**config.mk**
```make
export PLATFORM = sky130hd
export DESIGN_NAME = crc_framed_packet_parser
export DESIGN_NICKNAME = d
export VERILOG_FILES = /design/src/hdl/crcfpp_pkg.sv /design/src/hdl/crc_framed_packet_parser.sv /design/src/hdl/crcfpp_cfg.sv /design/src/hdl/crcfpp_core.sv
export SDC_FILE = /design/constraint.sdc
export NUM_CORES = 1
export LEC_CHECK = 0
export ABC_CLOCK_PERIOD_IN_PS = 7300
export BUFFER_PORTS_ARGS = -buffer_cell sky130_fd_sc_hd__buf_2
export CORE_MARGIN = 2
export CORE_UTILIZATION = 45
export CTS_CLUSTER_DIAMETER = 40
export DETAILED_ROUTE_END_ITERATION = 8
export PLACE_DENSITY = 0.69
export SLEW_MARGIN = 10
export SYNTH_ARGS = -nofsm -noshare
export SYNTH_HDL_FRONTEND = slang
export SYNTH_SLANG_ARGS = --single-unit
```
**constraint.sdc**
```tcl
create_clock -name clk -period 7.3 [get_ports clk]
set_input_delay 1.46 -clock clk [delete_from_list [all_inputs] [get_ports clk]]
set_output_delay 1.46 -clock clk [all_outputs]
set_load 0.02 [all_outputs]
```
**src/hdl/crcfpp_pkg.sv**
```systemverilog
// Shared types, codes and the byte-wide CRC-32 step for the framed packet parser.
// No dependencies; imported by every module of the block.
`default_nettype none

package crcfpp_pkg;

	localparam int CHECKSUM_BYTES  = 4;
	localparam int MAX_FIELD_BYTES = 8;

	// Parser phase codes
	localparam logic [2:0] PH_HUNT     = 3'd0;
	localparam logic [2:0] PH_SIZE     = 3'd1;
	localparam logic [2:0] PH_DATA     = 3'd2;
	localparam logic [2:0] PH_CSUM     = 3'd3;
	localparam logic [2:0] PH_END_BAD  = 3'd4;
	localparam logic [2:0] PH_END_GOOD = 3'd5;

	// Outcome codes
	localparam logic [1:0] OUT_NONE = 2'd0;
	localparam logic [1:0] OUT_GOOD = 2'd1;
	localparam logic [1:0] OUT_BAD  = 2'd2;
	localparam logic [1:0] OUT_ERR  = 2'd3;

	// Register indexes on the configuration port
	localparam logic [2:0] REG_MAGIC_VALUE = 3'd0;
	localparam logic [2:0] REG_MAGIC_BYTES = 3'd1;
	localparam logic [2:0] REG_SIZE_BYTES  = 3'd2;
	localparam logic [2:0] REG_MAX_PACKET  = 3'd3;

	// Reflected CRC-32 polynomial
	localparam logic [31:0] CRC_POLY = 32'hEDB8_8320;

	// Configuration as seen by the parsing logic
	typedef struct packed {
		logic [63:0] magic_value;
		logic [3:0]  magic_len;   // header length clamped to 1..8
		logic [3:0]  size_bytes;
		logic [31:0] max_bytes;
		logic [4:0]  overhead;    // header + length field + checksum
	} cfg_t;

	// Per-item result and state view from the parser core
	typedef struct packed {
		logic [1:0]  outcome;
		logic [31:0] skip_next;
		logic [31:0] skip_now;
	} res_t;

	// One byte through a zlib-form CRC-32 (value kept post-inverted)
	function automatic logic [31:0] crc_add(input logic [31:0] crc, input logic [7:0] b);
		logic [31:0] c;
		c = ~crc ^ {24'd0, b};
		for (int i = 0; i < 8; i++) begin
			c = c[0] ? ((c >> 1) ^ CRC_POLY) : (c >> 1);
		end
		return ~c;
	endfunction

endpackage

`default_nettype wire

```
**src/hdl/crc_framed_packet_parser.sv**
```systemverilog
// Top level of the CRC-framed packet parser: input register, parser core,
// result register and configuration port. Depends on crcfpp_pkg, crcfpp_cfg, crcfpp_core.
//
//  channel | handshake            | payload
//  --------+----------------------+-----------------------------------
//  in      | in_valid / in_stall  | data_byte[7:0], restart
//  out     | out_valid / out_stall| outcome[1:0], skipped_count[31:0]
//  cfg     | cfg_valid / cfg_ready| cfg_index[2:0], cfg_data[63:0]
//
// One byte per cycle sustained while out_stall is low; an item taken goes from the input
// register through the core into the result register, the core update being one pass.
// Reset restores the register defaults and puts the parser in header hunt.
// A stalled result holds in the result register while one more item waits in the
// input register; in_stall rises only when both are full.
`default_nettype none

module crc_framed_packet_parser
	import crcfpp_pkg::*;
(
	input  wire logic        clk,
	input  wire logic        arst_n,
	input  wire logic        in_valid,
	output logic             in_stall,
	input  wire logic [7:0]  data_byte,
	input  wire logic        restart,
	output logic             out_valid,
	input  wire logic        out_stall,
	output logic [1:0]       outcome,
	output logic [31:0]      skipped_count,
	input  wire logic        cfg_valid,
	output logic             cfg_ready,
	input  wire logic [2:0]  cfg_index,
	input  wire logic [63:0] cfg_data
);

	logic        valid_s1;
	logic [7:0]  data_s1;
	logic        restart_s1;
	logic        valid_s2;
	logic [1:0]  outcome_s2;
	logic [31:0] skip_s2;
	logic        advance;
	logic        in_take;
	cfg_t        cfg;
	res_t        res;

	assign cfg_ready = 1'b1;

	crcfpp_cfg u_cfg (
		.clk      (clk),
		.arst_n   (arst_n),
		.wr_en    (cfg_valid && cfg_ready),
		.wr_index (cfg_index),
		.wr_data  (cfg_data),
		.cfg      (cfg)
	);

	// Handshake: item moves to the result register when that is free or being taken
	assign advance  = valid_s1 && (!valid_s2 || !out_stall);
	assign in_stall = valid_s1 && !advance;
	assign in_take  = in_valid && !in_stall;

	crcfpp_core u_core (
		.clk       (clk),
		.arst_n    (arst_n),
		.step      (advance),
		.data_byte (data_s1),
		.restart   (restart_s1),
		.cfg       (cfg),
		.res       (res)
	);

	// Input register
	always_ff @(posedge clk or negedge arst_n) begin
		if (!arst_n) begin
			valid_s1 <= 1'b0;
		end else begin
			valid_s1 <= in_take || (valid_s1 && !advance);
		end
	end

	always_ff @(posedge clk) begin
		if (in_take) begin
			data_s1    <= data_byte;
			restart_s1 <= restart;
		end
	end

	// Result register
	always_ff @(posedge clk or negedge arst_n) begin
		if (!arst_n) begin
			valid_s2 <= 1'b0;
		end else begin
			valid_s2 <= advance || (valid_s2 && out_stall);
		end
	end

	always_ff @(posedge clk) begin
		if (advance) begin
			outcome_s2 <= res.outcome;
			skip_s2    <= res.skip_next;
		end
	end

	assign out_valid     = valid_s2;
	assign outcome       = outcome_s2;
	assign skipped_count = skip_s2;

	// A restart item reports nothing finished and a zero count
	a_restart_clears: assert property (@(posedge clk) disable iff (!arst_n)
		(advance && restart_s1) |=> (outcome == OUT_NONE) && (skipped_count == 32'd0))
		else $error("restart item did not clear outcome and count");

	// Without restart the skip count never goes down
	a_skip_monotone: assert property (@(posedge clk) disable iff (!arst_n)
		(advance && !restart_s1) |-> (res.skip_next >= res.skip_now))
		else $error("skip count decreased without restart");

	// A good packet never counts a skip
	a_good_no_skip: assert property (@(posedge clk) disable iff (!arst_n)
		(advance && (res.outcome == OUT_GOOD)) |-> (res.skip_next == res.skip_now))
		else $error("good packet changed skip count");

endmodule

`default_nettype wire

```
**src/hdl/crcfpp_cfg.sv**
```systemverilog
// Configuration registers of the framed packet parser and derived lengths.
// Depends on crcfpp_pkg.
`default_nettype none

module crcfpp_cfg
	import crcfpp_pkg::*;
(
	input  wire logic        clk,
	input  wire logic        arst_n,
	input  wire logic        wr_en,
	input  wire logic [2:0]  wr_index,
	input  wire logic [63:0] wr_data,
	output cfg_t             cfg
);

	logic [63:0] magic_value_q;
	logic [3:0]  magic_bytes_q;
	logic [3:0]  size_bytes_q;
	logic [31:0] max_bytes_q;
	logic [3:0]  magic_len;

	// Register writes; indexes past the list are dropped
	always_ff @(posedge clk or negedge arst_n) begin
		if (!arst_n) begin
			magic_value_q <= 64'd0;
			magic_bytes_q <= 4'd1;
			size_bytes_q  <= 4'd2;
			max_bytes_q   <= 32'd65535;
		end else if (wr_en) begin
			unique case (wr_index)
				REG_MAGIC_VALUE: magic_value_q <= wr_data;
				REG_MAGIC_BYTES: magic_bytes_q <= wr_data[3:0];
				REG_SIZE_BYTES:  size_bytes_q  <= wr_data[3:0];
				REG_MAX_PACKET:  max_bytes_q   <= wr_data[31:0];
				default: ;
			endcase
		end
	end

	// Header length: zero acts as one, above eight acts as eight
	always_comb begin
		if (magic_bytes_q == 4'd0) begin
			magic_len = 4'd1;
		end else if (magic_bytes_q > 4'(MAX_FIELD_BYTES)) begin
			magic_len = 4'(MAX_FIELD_BYTES);
		end else begin
			magic_len = magic_bytes_q;
		end
	end

	assign cfg.magic_value = magic_value_q;
	assign cfg.magic_len   = magic_len;
	assign cfg.size_bytes  = size_bytes_q;
	assign cfg.max_bytes   = max_bytes_q;
	assign cfg.overhead    = 5'(magic_len) + 5'(size_bytes_q) + 5'(CHECKSUM_BYTES);

endmodule

`default_nettype wire

```
**src/hdl/crcfpp_core.sv**
```systemverilog
// Parser state and the per-byte next-state logic: header hunt, length field,
// data skip, CRC-32 and checksum compare. Depends on crcfpp_pkg.
`default_nettype none

module crcfpp_core
	import crcfpp_pkg::*;
(
	input  wire logic       clk,
	input  wire logic       arst_n,
	input  wire logic       step,
	input  wire logic [7:0] data_byte,
	input  wire logic       restart,
	input  wire cfg_t       cfg,
	output res_t            res
);

	logic [2:0]  phase_q,  phase_d;
	logic [31:0] fill_q,   fill_d;
	logic [63:0] buf_q,    buf_d;
	logic [31:0] pkt_len_q, pkt_len_d;
	logic [31:0] crc_q,    crc_d;
	logic [31:0] skip_q,   skip_d;
	logic [1:0]  outcome;

	logic [2:0]  pos;
	logic [31:0] fill_inc;
	logic [31:0] skip_inc;
	logic [63:0] buf_put;
	logic [7:0]  magic_byte;
	logic [31:0] crc_upd;
	logic [63:0] len64;
	logic        len_ok;
	logic        data_done;

	// Shared datapath pieces
	assign pos        = fill_q[2:0];
	assign fill_inc   = fill_q + 32'd1;
	assign skip_inc   = (skip_q == '1) ? skip_q : skip_q + 32'd1;
	assign magic_byte = cfg.magic_value[{pos, 3'b000} +: 8];
	assign crc_upd    = crc_add(((phase_q == PH_HUNT) && (fill_q == 32'd0)) ? 32'd0 : crc_q,
		data_byte);

	always_comb begin
		for (int i = 0; i < MAX_FIELD_BYTES; i++) begin
			buf_put[8*i +: 8] = (pos == 3'(i)) ? data_byte : buf_q[8*i +: 8];
		end
	end

	// Length field, little endian, masked to its width
	always_comb begin
		len_ok = 1'b1;
		unique case (cfg.size_bytes)
			4'd1: len64 = {56'd0, buf_put[7:0]};
			4'd2: len64 = {48'd0, buf_put[15:0]};
			4'd4: len64 = {32'd0, buf_put[31:0]};
			4'd8: len64 = buf_put;
			default: begin
				len64  = 64'd0;
				len_ok = 1'b0;
			end
		endcase
	end

	// Data count reaches packet length minus overhead
	assign data_done = (pkt_len_q <= 32'(cfg.overhead)) ||
		((33'(fill_inc) + 33'(cfg.overhead)) >= 33'(pkt_len_q));

	// Next state per byte
	always_comb begin
		phase_d   = phase_q;
		fill_d    = fill_q;
		buf_d     = buf_q;
		pkt_len_d = pkt_len_q;
		crc_d     = crc_q;
		skip_d    = skip_q;
		outcome   = OUT_NONE;
		if (restart) begin
			phase_d   = PH_HUNT;
			fill_d    = 32'd0;
			buf_d     = 64'd0;
			pkt_len_d = 32'd0;
			crc_d     = 32'd0;
			skip_d    = 32'd0;
		end else begin
			unique case (phase_q)
				PH_HUNT: begin
					if (data_byte != magic_byte) begin
						skip_d = skip_inc;
						fill_d = 32'd0;
						outcome = (fill_q == 32'd0) ? OUT_NONE : OUT_BAD;
					end else begin
						crc_d = crc_upd;
						buf_d = buf_put;
						if (fill_inc >= 32'(cfg.magic_len)) begin
							phase_d = PH_SIZE;
							fill_d  = 32'd0;
						end else begin
							fill_d = fill_inc;
						end
					end
				end
				PH_SIZE: begin
					buf_d = buf_put;
					crc_d = crc_upd;
					if ((fill_inc < 32'(cfg.size_bytes)) &&
						(fill_inc < 32'(MAX_FIELD_BYTES))) begin
						fill_d = fill_inc;
					end else begin
						fill_d = 32'd0;
						if (!len_ok) begin
							phase_d = PH_HUNT;
							outcome = OUT_ERR;
						end else begin
							pkt_len_d = len64[31:0];
							if ((len64 > {32'd0, cfg.max_bytes}) ||
								(len64 < 64'(cfg.overhead))) begin
								skip_d  = skip_inc;
								phase_d = PH_END_BAD;
								outcome = OUT_BAD;
							end else if (len64 > 64'(cfg.overhead)) begin
								phase_d = PH_DATA;
							end else begin
								phase_d = PH_CSUM;
							end
						end
					end
				end
				PH_DATA: begin
					crc_d = crc_upd;
					if (data_done) begin
						fill_d  = 32'd0;
						phase_d = PH_CSUM;
					end else begin
						fill_d = fill_inc;
					end
				end
				PH_CSUM: begin
					buf_d = buf_put;
					if (fill_inc < 32'(CHECKSUM_BYTES)) begin
						fill_d = fill_inc;
					end else begin
						fill_d = 32'd0;
						if (buf_put[31:0] == crc_q) begin
							phase_d = PH_END_GOOD;
							outcome = OUT_GOOD;
						end else begin
							skip_d  = skip_inc;
							phase_d = PH_END_BAD;
							outcome = OUT_BAD;
						end
					end
				end
				// End phases and unused codes: report error, hold state
				default: outcome = OUT_ERR;
			endcase
		end
	end

	// State registers
	always_ff @(posedge clk or negedge arst_n) begin
		if (!arst_n) begin
			phase_q   <= PH_HUNT;
			fill_q    <= 32'd0;
			buf_q     <= 64'd0;
			pkt_len_q <= 32'd0;
			crc_q     <= 32'd0;
			skip_q    <= 32'd0;
		end else if (step) begin
			phase_q   <= phase_d;
			fill_q    <= fill_d;
			buf_q     <= buf_d;
			pkt_len_q <= pkt_len_d;
			crc_q     <= crc_d;
			skip_q    <= skip_d;
		end
	end

	assign res.outcome   = outcome;
	assign res.skip_next = skip_d;
	assign res.skip_now  = skip_q;

endmodule

`default_nettype wire

```
Word-level counts from Yosys, hierarchy flattened
Index checks and enable logic that the tools add are counted.
{"block": "op_classes", "n_addsub": 5, "n_eq_ne": 26, "bitwise_logic": 11, "n_reduce_logical": 37, "mux": 66, "shift": 1, "n_lt_le_gt_ge": 10}
{"operator": "32-bit two-way mux", "count": 29}
{"operator": "64-bit one-hot mux with 4 select lines", "count": 1}
{"operator": "64-bit two-way mux", "count": 2}
{"operator": "32-bit one-hot mux with 4 select lines", "count": 1}
{"operator": "64-bit one-hot mux with 2 select lines", "count": 1}
{"operator": "13-bit NOT with 14-bit output", "count": 8}
{"operator": "32-bit one-hot mux with 3 select lines", "count": 1}
{"operator": "32-bit by 1-bit adder with 32-bit output (second input constant)", "count": 2}
{"operator": "64-bit by 32-bit greater-than comparator with 1-bit output", "count": 1}
{"operator": "64-bit by 5-bit greater-than comparator with 1-bit output", "count": 1}
{"operator": "64-bit by 5-bit < comparator with 1-bit output", "count": 1}
{"operator": "8-bit two-way mux", "count": 8}
{"operator": "32-bit NOT", "count": 2}
{"operator": "32-bit one-hot mux with 2 select lines", "count": 1}
{"operator": "64-bit by 7-bit indexed part select with 8-bit output", "count": 1}
{"operator": "32-bit by 5-bit adder with 33-bit output", "count": 1}
{"operator": "33-bit by 32-bit >= comparator with 1-bit output", "count": 1}
{"operator": "32-bit equality test", "count": 1}
{"operator": "32-bit equality test (second input constant)", "count": 1}
{"operator": "32-bit by 4-bit >= comparator with 1-bit output", "count": 1}
{"operator": "32-bit by 5-bit <= comparator with 1-bit output", "count": 1}
{"operator": "32-bit logical NOT", "count": 1}
{"operator": "32-bit by 3-bit < comparator with 1-bit output (second input constant)", "count": 1}
{"operator": "32-bit by 4-bit < comparator with 1-bit output", "count": 1}
{"operator": "36 further kinds", "count": 87}
{"block": "totals", "wordCells": 172, "output_inout_bits": 37, "register_bits": 344, "input_bits": 81}

Depth between registers and ports, before layout
Gate-level depths: netlist of the first run.
{"block": "logic_depth", "depth_word": 25, "ltp_mapped": 33, "mapped_depth_nobuf": 30}

By module
A second synthesis of the first run with hierarchy kept.
{"block": "unflattened", "hier_cells": 2229, "hier_area_um2": 22113.7}
{"module": "crcfpp_core", "area_per_inst_um2": 16313.1, "seq_area_each_um2": 4879.7, "instances": 1, "cells_per_inst": 1928}
{"module": "crcfpp_cfg", "area_per_inst_um2": 4405.5, "seq_area_each_um2": 2625.0, "instances": 1, "cells_per_inst": 248}
{"module": "crc_framed_packet_parser", "area_per_inst_um2": 1395.1, "seq_area_each_um2": 1341.3, "instances": 1, "cells_per_inst": 53}

Worst setup path before layout of the first run
OpenSTA, ideal clock, no wires.
{"block": "synth_path", "kind": "register to register", "from": "register u_core.fill_q[2]", "to": "register u_core.fill_q[2]", "t_arrival_ns": 6.281, "synth_period_minus_slack_ns": 6.365, "required_ns": 7.216, "setup_slack_ns": 0.935, "n_path_buf": 6, "setup_time_ns": 0.084, "stages_incl_launch_ff": 32, "cell_sequence": "dfrtp_1 -> clkbuf_1 -> clkbuf_1 -> inv_1 -> buf_1 -> ha_1 -> inv_1 -> ha_1 -> a21oi_1 -> inv_1 -> a221oi_1 -> or3b_1 -> or2_1 -> nor2_1 -> nand3_1 -> or3_1 -> clkbuf_1 -> nor3_1 -> xnor2_1 -> ha_1 -> a21o_1 -> a21oi_1 -> nor2b_1 -> a2111oi_0 -> a31oi_1 -> nor4_1 -> a21oi_2 -> and2_1 -> buf_4 -> nand2b_2 -> buf_6 -> o22ai_1"}
{"block": "synth_between", "elab_chain_cells": 7, "elab_cells_between_ends": 18, "cone_classes": "add/sub (2); order compare (5); eq/ne (1); shift (1); mux (7); reduce/logical (2)"}
{"item": "start: declaration", "line_no": "crcfpp_core.sv:18", "source": "logic [31:0] fill_q, fill_d;"}
{"item": "start signal: assignment", "line_no": "crcfpp_core.sv:170", "source": "fill_q <= fill_d;"}
{"item": "32-bit by 1-bit adder with 32-bit output", "line_no": "crcfpp_core.sv:37", "source": "assign fill_inc = fill_q + 32'd1;"}
{"item": "32-bit by 5-bit adder with 33-bit output", "line_no": "crcfpp_core.sv:66", "source": "((33'(fill_inc) + 33'(cfg.overhead)) >= 33'(pkt_len_q));"}
{"item": "33-bit by 32-bit >= comparator with 1-bit output", "line_no": "crcfpp_core.sv:66"}
{"item": "1-bit logical OR", "line_no": "crcfpp_core.sv:65", "source": "assign data_done = (pkt_len_q <= 32'(cfg.overhead)) ||"}
{"item": "32-bit two-way mux", "line_no": "crcfpp_core.sv:130", "source": "if (data_done) begin"}
{"item": "32-bit one-hot mux with 4 select lines (*)", "line_no": "crcfpp_core.sv:85", "source": "unique case (phase_q)"}
{"item": "32-bit two-way mux (*)", "line_no": "crcfpp_core.sv:77", "source": "if (restart) begin"}
Every way passes the cells marked *; elsewhere a longest branch is shown, timed or not.
A chain may end at the register's enable or synchronous reset.

Final worst setup path of the first run
{"block": "layout_path", "from": "register u_cfg.magic_bytes_q[3]", "to": "register u_core.fill_q[23]"}
{"block": "layout_between", "elab_chain_cells": 11, "elab_cells_between_ends": 16, "cone_classes": "add/sub (3); order compare (4); mux (7); reduce/logical (2)"}
{"item": "start: declaration", "line_no": "crcfpp_cfg.sv:17", "source": "logic [3:0] magic_bytes_q;"}
{"item": "start signal: assignment", "line_no": "crcfpp_cfg.sv:32", "source": "REG_MAGIC_BYTES: magic_bytes_q <= wr_data[3:0];"}
{"item": "4-bit greater-than comparator", "line_no": "crcfpp_cfg.sv:44", "source": "end else if (magic_bytes_q > 4'(MAX_FIELD_BYTES)) begin"}
{"item": "4-bit two-way mux", "line_no": "crcfpp_cfg.sv:44"}
{"item": "4-bit two-way mux (*)", "line_no": "crcfpp_cfg.sv:42", "source": "if (magic_bytes_q == 4'd0) begin"}
{"item": "4-bit by 4-bit adder with 5-bit output", "line_no": "crcfpp_cfg.sv:55", "source": "assign cfg.overhead = 5'(magic_len) + 5'(size_bytes_q) + 5'(CHECKSUM_BYTES);"}
{"item": "5-bit by 3-bit adder with 5-bit output", "line_no": "crcfpp_cfg.sv:55"}
{"item": "32-bit by 5-bit adder with 33-bit output", "line_no": "crcfpp_core.sv:66"}
{"item": "33-bit by 32-bit >= comparator with 1-bit output", "line_no": "crcfpp_core.sv:66"}
{"item": "1-bit logical OR", "line_no": "crcfpp_core.sv:65"}
{"item": "32-bit two-way mux", "line_no": "crcfpp_core.sv:130"}
{"item": "32-bit one-hot mux with 4 select lines (*)", "line_no": "crcfpp_core.sv:85"}
{"item": "32-bit two-way mux (*)", "line_no": "crcfpp_core.sv:77"}
Marked as above.

==> results of run 1 <==
through the flow:
stage	hold WS (ns)	util [%]	setup slack, ns	area [um^2]	power (mW)
2_1_floorplan	0.4478	-	0.9354	21520	3.414
3_3_place_gp	0.4597	47.94	0.5648	22740	3.816
3_5_place_dp	0.4667	47.94	0.3861	22740	3.873
4_1_cts	0.4774	52.27	0.3406	24800	6.760
5_1_grt	0.5121	52.29	0.01172	24810	7.032
6_report	0.4754	52.29	0.5472	24810	6.715
layer usage:
layer / up-vias / GRT usage [%]
li1: 8207 / -
met4: 0 / 8.422
met5: - / 0
met1: 8736 / 32.94
met3: 145 / 4.483
met2: 653 / 40.15
power by group through the flow:
stage,logic [mW],registers (mW),clock network (mW)
global route,1.62,2.42,2.99
detailed placement,1.45,2.42,0
floorplan,1.06,2.35,0
CTS,1.46,2.39,2.91
global placement,1.41,2.41,0
finish,1.47,2.39,2.86
worst max-delay path, delay by kind of cell (launching register included):
kind | cells | cell delay (ns)
XOR/XNOR | 1 | 0.10
buffers and inverters | 5 | 0.33
AND/OR/NAND/NOR | 11 | 2.84
AO/OA/AOI/OAI | 8 | 1.44
flip-flops | 1 | 0.37
adder cells (fa/ha/maj) | 5 | 1.50
sequential cells by signal, indices dropped and copies added, names as in the netlist:
register,count
data_s1,8
u_core.phase_q,3
u_core.buf_q,64
valid_s1,1
out_valid,1
restart_s1,1
u_core.fill_q,32
outcome,2
skipped_count,32
u_cfg.size_bytes_q,4
u_core.skip_q,32
u_cfg.magic_value_q,64
u_core.pkt_len_q,32
u_cfg.magic_bytes_q,4
u_core.crc_q,32
u_cfg.max_bytes_q,32
path summary, 6_finish.rpt:
kind                                        to  slack, ns  cells after the start
min reg2reg                u_core.pkt_len_q[4]       0.48                      2
max in group asynchronous    u_core.fill_q[28]       5.14                      2
min                        u_core.pkt_len_q[4]       0.48                      2
max                          u_core.fill_q[23]       0.55                     30
min in group asynchronous     u_core.crc_q[25]       0.79                      1
max reg2reg                  u_core.fill_q[23]       0.55                     30
logic make-up after synthesis:
kind of cell | share of synthesized area, %
fa+ha+maj | 5.861
compound gates | 14.76
other cells | 0.01743
xor+xnor | 8.123
flops | 41.11
buf+inv | 4.565
simple gates | 16.35
mux | 9.211
area by class of cell:
| type | instances | area [um^2] |
|---|---|---|
| fill | 4240 | 22640 |
| clock buffer | 70 | 1535 |
| multi-input combinational | 1612 | 11720 |
| timing repair buffer | 169 | 1001 |
| sequential | 344 | 8847 |
| tap | 615 | 769.5 |
| inverter | 109 | 409.1 |
| clock inverter | 36 | 521.8 |
what timing repair did:
item / in CTS / in global routing
endpoints found under the setup margin: 0 / 17
gates resized for setup: 0 / 2
endpoints found under the hold margin: 0 / 0
placed cells by master, fill, tap and decap left out, types with 22 or more instances in the layout:
master / Yosys / routed
or3_1: 22 / 22
and3_1: 25 / 25
clkbuf_16: 0 / 57
xnor2_1: 111 / 111
buf_2: 8 / 115
mux2i_1: 54 / 54
dfrtp_1: 283 / 282
a21o_1: 37 / 37
o21ai_0: 43 / 43
ha_1: 96 / 96
edfxtp_1: 43 / 43
xor2_1: 86 / 86
buf_4: 4 / 52
nor3_1: 51 / 51
a22o_1: 86 / 86
nor4_1: 43 / 43
nor2_1: 137 / 136
nand4_1: 52 / 52
nand3_1: 56 / 56
mux2_2: 104 / 104
o31ai_1: 55 / 55
o21ai_1: 39 / 37
inv_1: 107 / 107
a21oi_1: 75 / 75
nand2_1: 203 / 203
==> impl_metrics.env, run 1 <==
export IMPL_yosysTopAreaCell="dfrtp_1"
export IMPL_hold_class="flip-flop to flip-flop"
export IMPL_total_leakage_power_nw=10.81
export IMPL_synth_edf_count=43
export IMPL_start_kind="flip-flop"
export IMPL_layout_nets=2471
export IMPL_ys_ff_latch=344
export IMPL_syn_inst=2207
export IMPL_firstDrtPassIters=7
export IMPL_max_freq_mhz=148.1
export IMPL_via_count=17740
export IMPL_postCtsSetupBuffers=0
export IMPL_clockRootBuffer="clkbuf_16"
export IMPL_grtUsageTotal_pct=24.59
export IMPL_crit_path_end_kind="flip-flop"
export IMPL_yosysMostFrequentCell="dfrtp_1"
export IMPL_grt_ovfl_total=0
export IMPL_gp_congestion=0.9562
export IMPL_comb_power_share_pct=21.9
export IMPL_r2r_start="u_cfg.magic_bytes_q[3]"
export IMPL_ys_warn_count=0
export IMPL_syn_avg_cell_area_um2=9.749
export IMPL_avgViaCountPerCell=6.004
export IMPL_h_tree_depth=2
export IMPL_cpPeakStageDelay_ns=0.55
export IMPL_period_share_pct=92.50
export IMPL_syn_num_nets=2386
export IMPL_worstSetupPathType="flip-flop to flip-flop"
export IMPL_start_util_pct=45.35
export IMPL_dpl_hpwl_um=43060
export IMPL_status="completed"
export IMPL_tns_ns=0
export IMPL_wl_met1_um=26250
export IMPL_grt_setup_unrepaired="false"
export IMPL_power_density_nw_per_um2=270.7
export IMPL_drv_slew=0
export IMPL_die_y_um=222.7
export IMPL_die_area_um2=49580
export IMPL_clk_latency_ns=0.62
export IMPL_synth_common_cells="dfrtp_1 (283), nand2_1 (203), nor2_1 (137)"
export IMPL_drt_iter0_markers=1616
export IMPL_core_rowCount=80
export IMPL_cts_tree="done"
export IMPL_wl_per_cell_um=20.72
export IMPL_numPortBuffers=116
export IMPL_drt_drc_violations_left=0
export IMPL_drive_gt1_share_pct=18.25
export IMPL_p_int_mw=4.654
export IMPL_tightestPinTransition_ns=1.160
export IMPL_synth_area_leaders="dfrtp_1 (33%), edfxtp_1 (6.0%), ha_1 (5.6%)"
export IMPL_met3_length_um=4242
export IMPL_setup_viol=0
export IMPL_antenna_found_initial=0
export IMPL_clk_path_buf_depth=3
export IMPL_synth_distinct_cells=87
export IMPL_netSwitchingFraction_pct=30.69
export IMPL_finalWirelength_um=61230
export IMPL_holdCritStartpoint="u_core.pkt_len_q[4]"
export IMPL_die_w_um=222.7
export IMPL_vdd_drop_max_uv=190.1
export IMPL_slowest_stage="fa_1"
export IMPL_pwr_share_clk_pct=42.5
export IMPL_ios=118
export IMPL_ys_seq_area_share_pct=41.11
export IMPL_diodes=0
export IMPL_route_met2_wl_um=28780
export IMPL_crit_path_start="u_cfg.magic_bytes_q[3]"
export IMPL_place_inst=2849
export IMPL_crit_fanout=14
export IMPL_highest_layer="met4"
export IMPL_max_slew_margin_rel_pct=22.10
export IMPL_arrival_ns=7.23
export IMPL_final_antenna_net_count=0
export IMPL_area_growth_pct=15.29
export IMPL_hold_viol_final=0
export IMPL_synth_ff_type="dfrtp_1"
export IMPL_cp_common_cell="inv_1"
export IMPL_design_core_area_um2=47450
export IMPL_synth_top_area_share_pct=32.91
export IMPL_grt_first_pass_wirelength_um=96900
export IMPL_cts_inserted_buffers=56
export IMPL_ctsHoldBuffers=0
export IMPL_clk_pin_slew_ns=0.06
export IMPL_layout_cells_non_filler=2955
export IMPL_cts_sinks=344
export IMPL_synth_async_reset_ratio_pct=87.50
export IMPL_grt_max_degree=167
export IMPL_power_frac_seq_pct=35.6
export IMPL_drv_cap=0
export IMPL_final_min_clock_period_ns=6.753
export IMPL_switching_power_mw=2.061
export IMPL_grt_pass1_vias=17340
export IMPL_netlist_area_um2=21520
export IMPL_fin_skew_ns=0.04359
export IMPL_required_ns=7.78
Power figures use the tool's default switching activity.
==> run 2, diff against run 1 <==
GPL_TIMING_DRIVEN = 0   (was not set)
RECOVER_POWER = 25   (was not set)
SETUP_SLACK_MARGIN = 0.3   (was not set)
==> run 2 against run 1 <==
Net effect:
- core utilization rose by 0.36 points
- worst setup slack improved by 0.062 ns
- sequential share of layout area fell by 0.24 points
- critical path depth did not move
- highest routed layer unchanged
- maximum frequency rose by 0.93%
- register-to-register slack improved by 0.06 ns
- critical path type unchanged
- combinational power rose by 6%
- routed wire length rose by 10%
- first-iteration DRC count fell by 0.25%
- global-route usage rose by 2.5 points
- the run now ends with capacitance limit, slew limit left
- clock-buffer cell count fell by 2
==> impl_metrics.env, run 2 (synthesized netlist as in run 1, its figures left out) <==
export IMPL_status="complete, but fails checks"
export IMPL_violations="capacitance limit, slew limit"
export IMPL_max_freq_mhz=149.5
export IMPL_ctsHoldBuffers=0
export IMPL_regArea_um2=8847
export IMPL_drt_iter0_markers=1612
export IMPL_power_density_nw_per_um2=264.5
export IMPL_final_cell_mix="dfrtp_1 (282), nand2_1 (202), nor2_1 (135)"
export IMPL_setup_viol=0
export IMPL_numPortBuffers=116
export IMPL_fin_hold_ws_ns=0.4733
export IMPL_start_kind="flip-flop"
export IMPL_drive_gt1_share_pct=16.81
export IMPL_grt_max_degree=113
export IMPL_grt_first_pass_wirelength_um=104800
export IMPL_wl_per_cell_um=22.10
export IMPL_clk_pin_slew_ns=0.06
export IMPL_r2r_cells=30
export IMPL_cts_sinks=344
export IMPL_gp_congestion=0.9496
export IMPL_holdCritStartpoint="valid_s1"
export IMPL_cts_tree="done"
export IMPL_grt_setup_unrepaired="false"
export IMPL_avgViaCountPerCell=6.022
export IMPL_clockRootBuffer="clkbuf_16"
export IMPL_total_leakage_power_nw=10.80
export IMPL_grt_pass1_vias=18300
export IMPL_core_rowCount=80
export IMPL_die_y_um=222.7
export IMPL_drt_drc_violations_left=0
export IMPL_final_min_clock_period_ns=6.691
export IMPL_max_slew_margin_rel_pct=-85.94
export IMPL_diodes=0
export IMPL_clk_path_buf_depth=3
export IMPL_fillerInstances=4308
export IMPL_layout_nets=2570
export IMPL_fin_skew_ns=0.02418
export IMPL_slowest_stage="dfrtp_2"
export IMPL_crit_buf_inv=9
export IMPL_hold_depth=1
export IMPL_utilization_pct=52.64
export IMPL_layout_cells_non_filler=3054
export IMPL_r2r_start="u_core.fill_q[2]"
export IMPL_ios=118
export IMPL_vdd_drop_max_uv=217.2
export IMPL_start_util_pct=45.35
export IMPL_worstSetupPathType="flip-flop to flip-flop"
export IMPL_dpl_hpwl_um=49160
export IMPL_grt_ovfl_total=0
export IMPL_die_w_um=222.7
export IMPL_largestRegisters="u_cfg.magic_value_q (64), u_core.buf_q (64)"
export IMPL_rrSetupSlack_ns=0.61
export IMPL_drv_slew=242
export IMPL_h_tree_depth=2
export IMPL_cpPeakStageDelay_ns=0.44
export IMPL_final_common_cell="dfrtp_1"
export IMPL_antenna_found_initial=0
export IMPL_hold_path_end="out_valid"
export IMPL_via_count=18390
export IMPL_worst_path_dominant_cell_family="simple AND/OR/NAND/NOR gates"
export IMPL_drv_cap=3
export IMPL_cp_common_cell="inv_1"
export IMPL_clk_latency_ns=0.64
export IMPL_final_antenna_net_count=0
export IMPL_design_core_area_um2=47450
export IMPL_hold_viol_final=0
export IMPL_arrival_ns=7.23
export IMPL_grtUsageTotal_pct=27.12
export IMPL_multi_input_area_um2=11760
export IMPL_period_share_pct=91.65
export IMPL_hold_class="flip-flop to flip-flop"
export IMPL_crit_path_end_kind="flip-flop"
export IMPL_die_area_um2=49580
export IMPL_path_depth=30
export IMPL_crit_fanout=10
export IMPL_tightestPinTransition_ns=2.789
export IMPL_required_ns=7.84
export IMPL_firstDrtPassIters=5
export IMPL_place_inst=2942
export IMPL_area_growth_pct=16.08
export IMPL_finalWirelength_um=67510
export IMPL_r2r_end="u_core.fill_q[24]"
export IMPL_cts_inserted_buffers=56
## run 2: changes by cell type in the layout (fill, tap and decap cells not counted), sizes merged
cell,change
clkinv,+5
inv,+4
bufinv,-6
buf,-18
clkbuf,+115
clkinvlp,-1
## run 2: per-layer routing
layer | wire length [um] | part of all wire [%] | vias to the layer above | GRT usage [%]
met2 | 31190 | 46 | 799 | 43.35
met4 | 3087 | 4.6 | 0 | 13.05
met1 | 28460 | 42 | 9028 | 35.80
li1 | - | - | 8394 | -
met5 | 0 | 0 | - | 0
met3 | 4774 | 7.1 | 171 | 4.668
## run 2: worst max path at each step
stage | startpoint | to | slack (ns)
CTS | u_cfg.magic_bytes_q[0] | u_core.fill_q[14] | 0.32
finish | u_core.fill_q[2] | u_core.fill_q[24] | 0.61
floorplan | u_core.fill_q[2] | u_core.fill_q[2] | 0.94
detailed placement | u_core.fill_q[2] | u_core.fill_q[25] | -1.37
global placement | u_core.fill_q[2] | u_core.fill_q[25] | -1.30
global route | u_cfg.magic_bytes_q[1] | u_core.fill_q[2] | 0.30
## run 2: final cells by class
class | instances | share of cell area (%)
well taps | 615 | 3.081
inverters | 109 | 1.638
flip-flops and latches | 344 | 35.42
repair buffers | 126 | 2.760
clock inverters | 38 | 1.623
multi-input cells | 1612 | 47.10
plain buffers | 142 | 2.429
clock buffers | 68 | 5.951
## run 2: repair_timing
item | CTS | global route
endpoints found under the setup margin | 70 | 33
buffers inserted | 0 | 6
gates cloned | 0 | 0
resized for setup | 25 | 16
pin swaps | 1 | 7
## run 2: metrics by stage
step	setup TNS, ns	power (mW)	cell area [um^2]	setup slack (ns)
after global placement	-315.73	3.852	22870	-1.296
after floorplan	0	3.414	21520	0.9354
after CTS	0	6.617	24940	0.3197
after detailed placement	-42.81	3.922	22990	-1.373
final	0	6.607	24980	0.6094
after global routing	0	6.894	24980	0.2957
## run 2: power breakdown
group	switching, mW	total, mW	internal, mW
combinational	0.918	1.56	0.642
clock	1.08	2.68	1.59
sequential	0.179	2.37	2.19
==> run 3, diff against run 2 <==
CORE_MARGIN = not set   (was 2)
GPL_TIMING_DRIVEN = not set   (was 0)
==> run 3 against run 2 <==
Net effect:
- the flow finishes with violations (DRC, capacitance limit, slew limit)
- critical path depth is 1 lower
- worst setup slack better by 0.16 ns
- global-route usage shrank 1.2 points
- sequential power hardly changed
- clock skew fell by 0.0098 ns
- largest power group unchanged
==> impl_metrics.env, run 3 (synthesized netlist as in run 1, its figures left out) <==
export IMPL_switching_power_mw=2.088
export IMPL_grt_pass1_vias=17720
export IMPL_worstSetupPathType="flip-flop to flip-flop"
export IMPL_die_y_um=220.7
export IMPL_highest_layer="met4"
export IMPL_period_share_pct=89.44
export IMPL_hold_viol_final=0
export IMPL_clk_latency_ns=0.63
export IMPL_r2r_cells=29
export IMPL_max_freq_mhz=153.2
export IMPL_cts_tree="done"
export IMPL_die_area_um2=48690
export IMPL_max_slew_margin_rel_pct=-111.2
export IMPL_cts_sinks=344
export IMPL_met3_length_um=4996
export IMPL_clk_pin_slew_ns=0.06
export IMPL_h_tree_depth=2
export IMPL_cpPeakStageDelay_ns=0.54
export IMPL_die_w_um=220.7
export IMPL_power_mw=6.794
export IMPL_firstDrtPassIters=8
export IMPL_grtUsageTotal_pct=25.94
export IMPL_total_leakage_power_nw=10.81
export IMPL_status="complete, but fails checks"
export IMPL_hold_depth=2
export IMPL_ios=118
export IMPL_crit_path_end_kind="flip-flop"
export IMPL_grt_ovfl_total=0
export IMPL_design_core_area_um2=46850
export IMPL_clk_path_buf_depth=3
export IMPL_route_met2_wl_um=28700
export IMPL_netSwitchingFraction_pct=30.73
export IMPL_drive_gt1_share_pct=18.30
export IMPL_tightestPinTransition_ns=3.168
export IMPL_start_kind="flip-flop"
export IMPL_ctsHoldBuffers=0
export IMPL_arrival_ns=7.04
export IMPL_postCtsSetupBuffers=0
export IMPL_comb_power_share_pct=21.7
export IMPL_drt_iter0_markers=1691
export IMPL_finalWirelength_um=61980
export IMPL_slowest_stage="fa_1"
export IMPL_grt_max_degree=126
export IMPL_final_antenna_net_count=0
export IMPL_clockRootBuffer="clkbuf_16"
export IMPL_crit_buf_inv=3
export IMPL_grt_first_pass_wirelength_um=98750
export IMPL_drv_slew=193
export IMPL_tns_ns=0
export IMPL_setup_viol=0
export IMPL_final_min_clock_period_ns=6.529
export IMPL_pwr_share_clk_pct=43.0
export IMPL_power_frac_seq_pct=35.2
export IMPL_drt_drc_violations_left=5
export IMPL_avgViaCountPerCell=6.042
export IMPL_p_int_mw=4.706
export IMPL_grt_setup_unrepaired="false"
export IMPL_gp_congestion=0.9676
export IMPL_wl_met1_um=26030
export IMPL_cts_inserted_buffers=57
export IMPL_final_common_cell="dfrtp_1"
export IMPL_via_count=17800
export IMPL_dpl_hpwl_um=43730
export IMPL_required_ns=7.81
export IMPL_crit_fanout=14
export IMPL_cts_resized_gates=0
export IMPL_drv_cap=3
export IMPL_final_cell_mix="dfrtp_1 (282), nand2_1 (203), nor2_1 (136)"
export IMPL_fin_skew_ns=0.01435
export IMPL_diodes=0
export IMPL_numPortBuffers=116
export IMPL_worst_path_dominant_cell_family="simple AND/OR/NAND/NOR gates"
export IMPL_core_rowCount=79
export IMPL_wl_per_cell_um=21.04
export IMPL_largestRegisters="u_cfg.magic_value_q (64), u_core.buf_q (64)"
export IMPL_violations="DRC, capacitance limit, slew limit"
export IMPL_layout_nets=2470
export IMPL_antenna_found_initial=0
export IMPL_path_depth=29
export IMPL_vdd_drop_max_uv=212.9
export IMPL_start_util_pct=45.92
export IMPL_area_growth_pct=15.33
export IMPL_power_density_nw_per_um2=273.8
export IMPL_hold_class="flip-flop to flip-flop"
export IMPL_cp_common_cell="ha_1"
==> run 3: cell type report <==
| type | instances | area [um^2] |
|---|---|---|
| Multi-Input combinational cell | 1612 | 11750 |
| Fill cell | 4234 | 22040 |
| Clock inverter | 42 | 601.8 |
| Clock buffer | 65 | 1496 |
| Inverter | 109 | 409.1 |
| Tap cell | 607 | 759.5 |
| Timing Repair Buffer | 167 | 954.7 |
| Sequential cell | 344 | 8847 |
==> run 3: metal layers <==
metal / global-route usage, % / vias to the layer above
met5: 0 / -
met4: 10.00 / 0
met3: 5.141 / 149
met2: 42.02 / 698
met1: 34.15 / 8737
li1: - / 8215
==> run 3: path summary, 6_finish.rpt <==
check / from / endpoint / slack, ns
worst min register to register: u_core.buf_q[11] / u_core.buf_q[11] / 0.48
worst max register to register: u_cfg.magic_bytes_q[0] / u_core.fill_q[8] / 0.77
min in group asynchronous: arst_n / u_core.crc_q[5] / 1.85
max in group asynchronous: arst_n / u_cfg.magic_value_q[36] / 2.63
worst min-delay path: u_core.buf_q[11] / u_core.buf_q[11] / 0.48
worst max-delay path: u_cfg.magic_bytes_q[0] / u_core.fill_q[8] / 0.77
==> run 3: tightest hold or removal path, cell delays in order (launching register included) <==
cell and delay, ns:
dfrtp_1 0.34, nand2_1 0.05, o31ai_1 0.05
==> run 3: power by group through the flow <==
stage               clock (mW)  combinational, mW  sequential (mW)
floorplan                    0               1.06             2.35
global placement             0               1.41             2.41
detailed placement           0               1.45             2.42
CTS                       2.97               1.46             2.39
global route              3.05               1.63             2.42
finish                    2.92               1.48             2.39
==> run 3: through the flow <==
step	setup WS, ns	hold slack (ns)	cell area (um^2)	util, %	std cells
6_report	0.7706	0.4818	24820	52.96	2946
5_1_grt	0.3280	0.5102	24820	52.96	2946
4_1_cts	0.3454	0.4814	24800	52.94	2946
3_5_place_dp	0.4071	0.4690	22710	48.46	2839
3_3_place_gp	0.5046	0.4609	22710	48.46	2839
2_1_floorplan	0.9354	0.4478	21520	-	2207
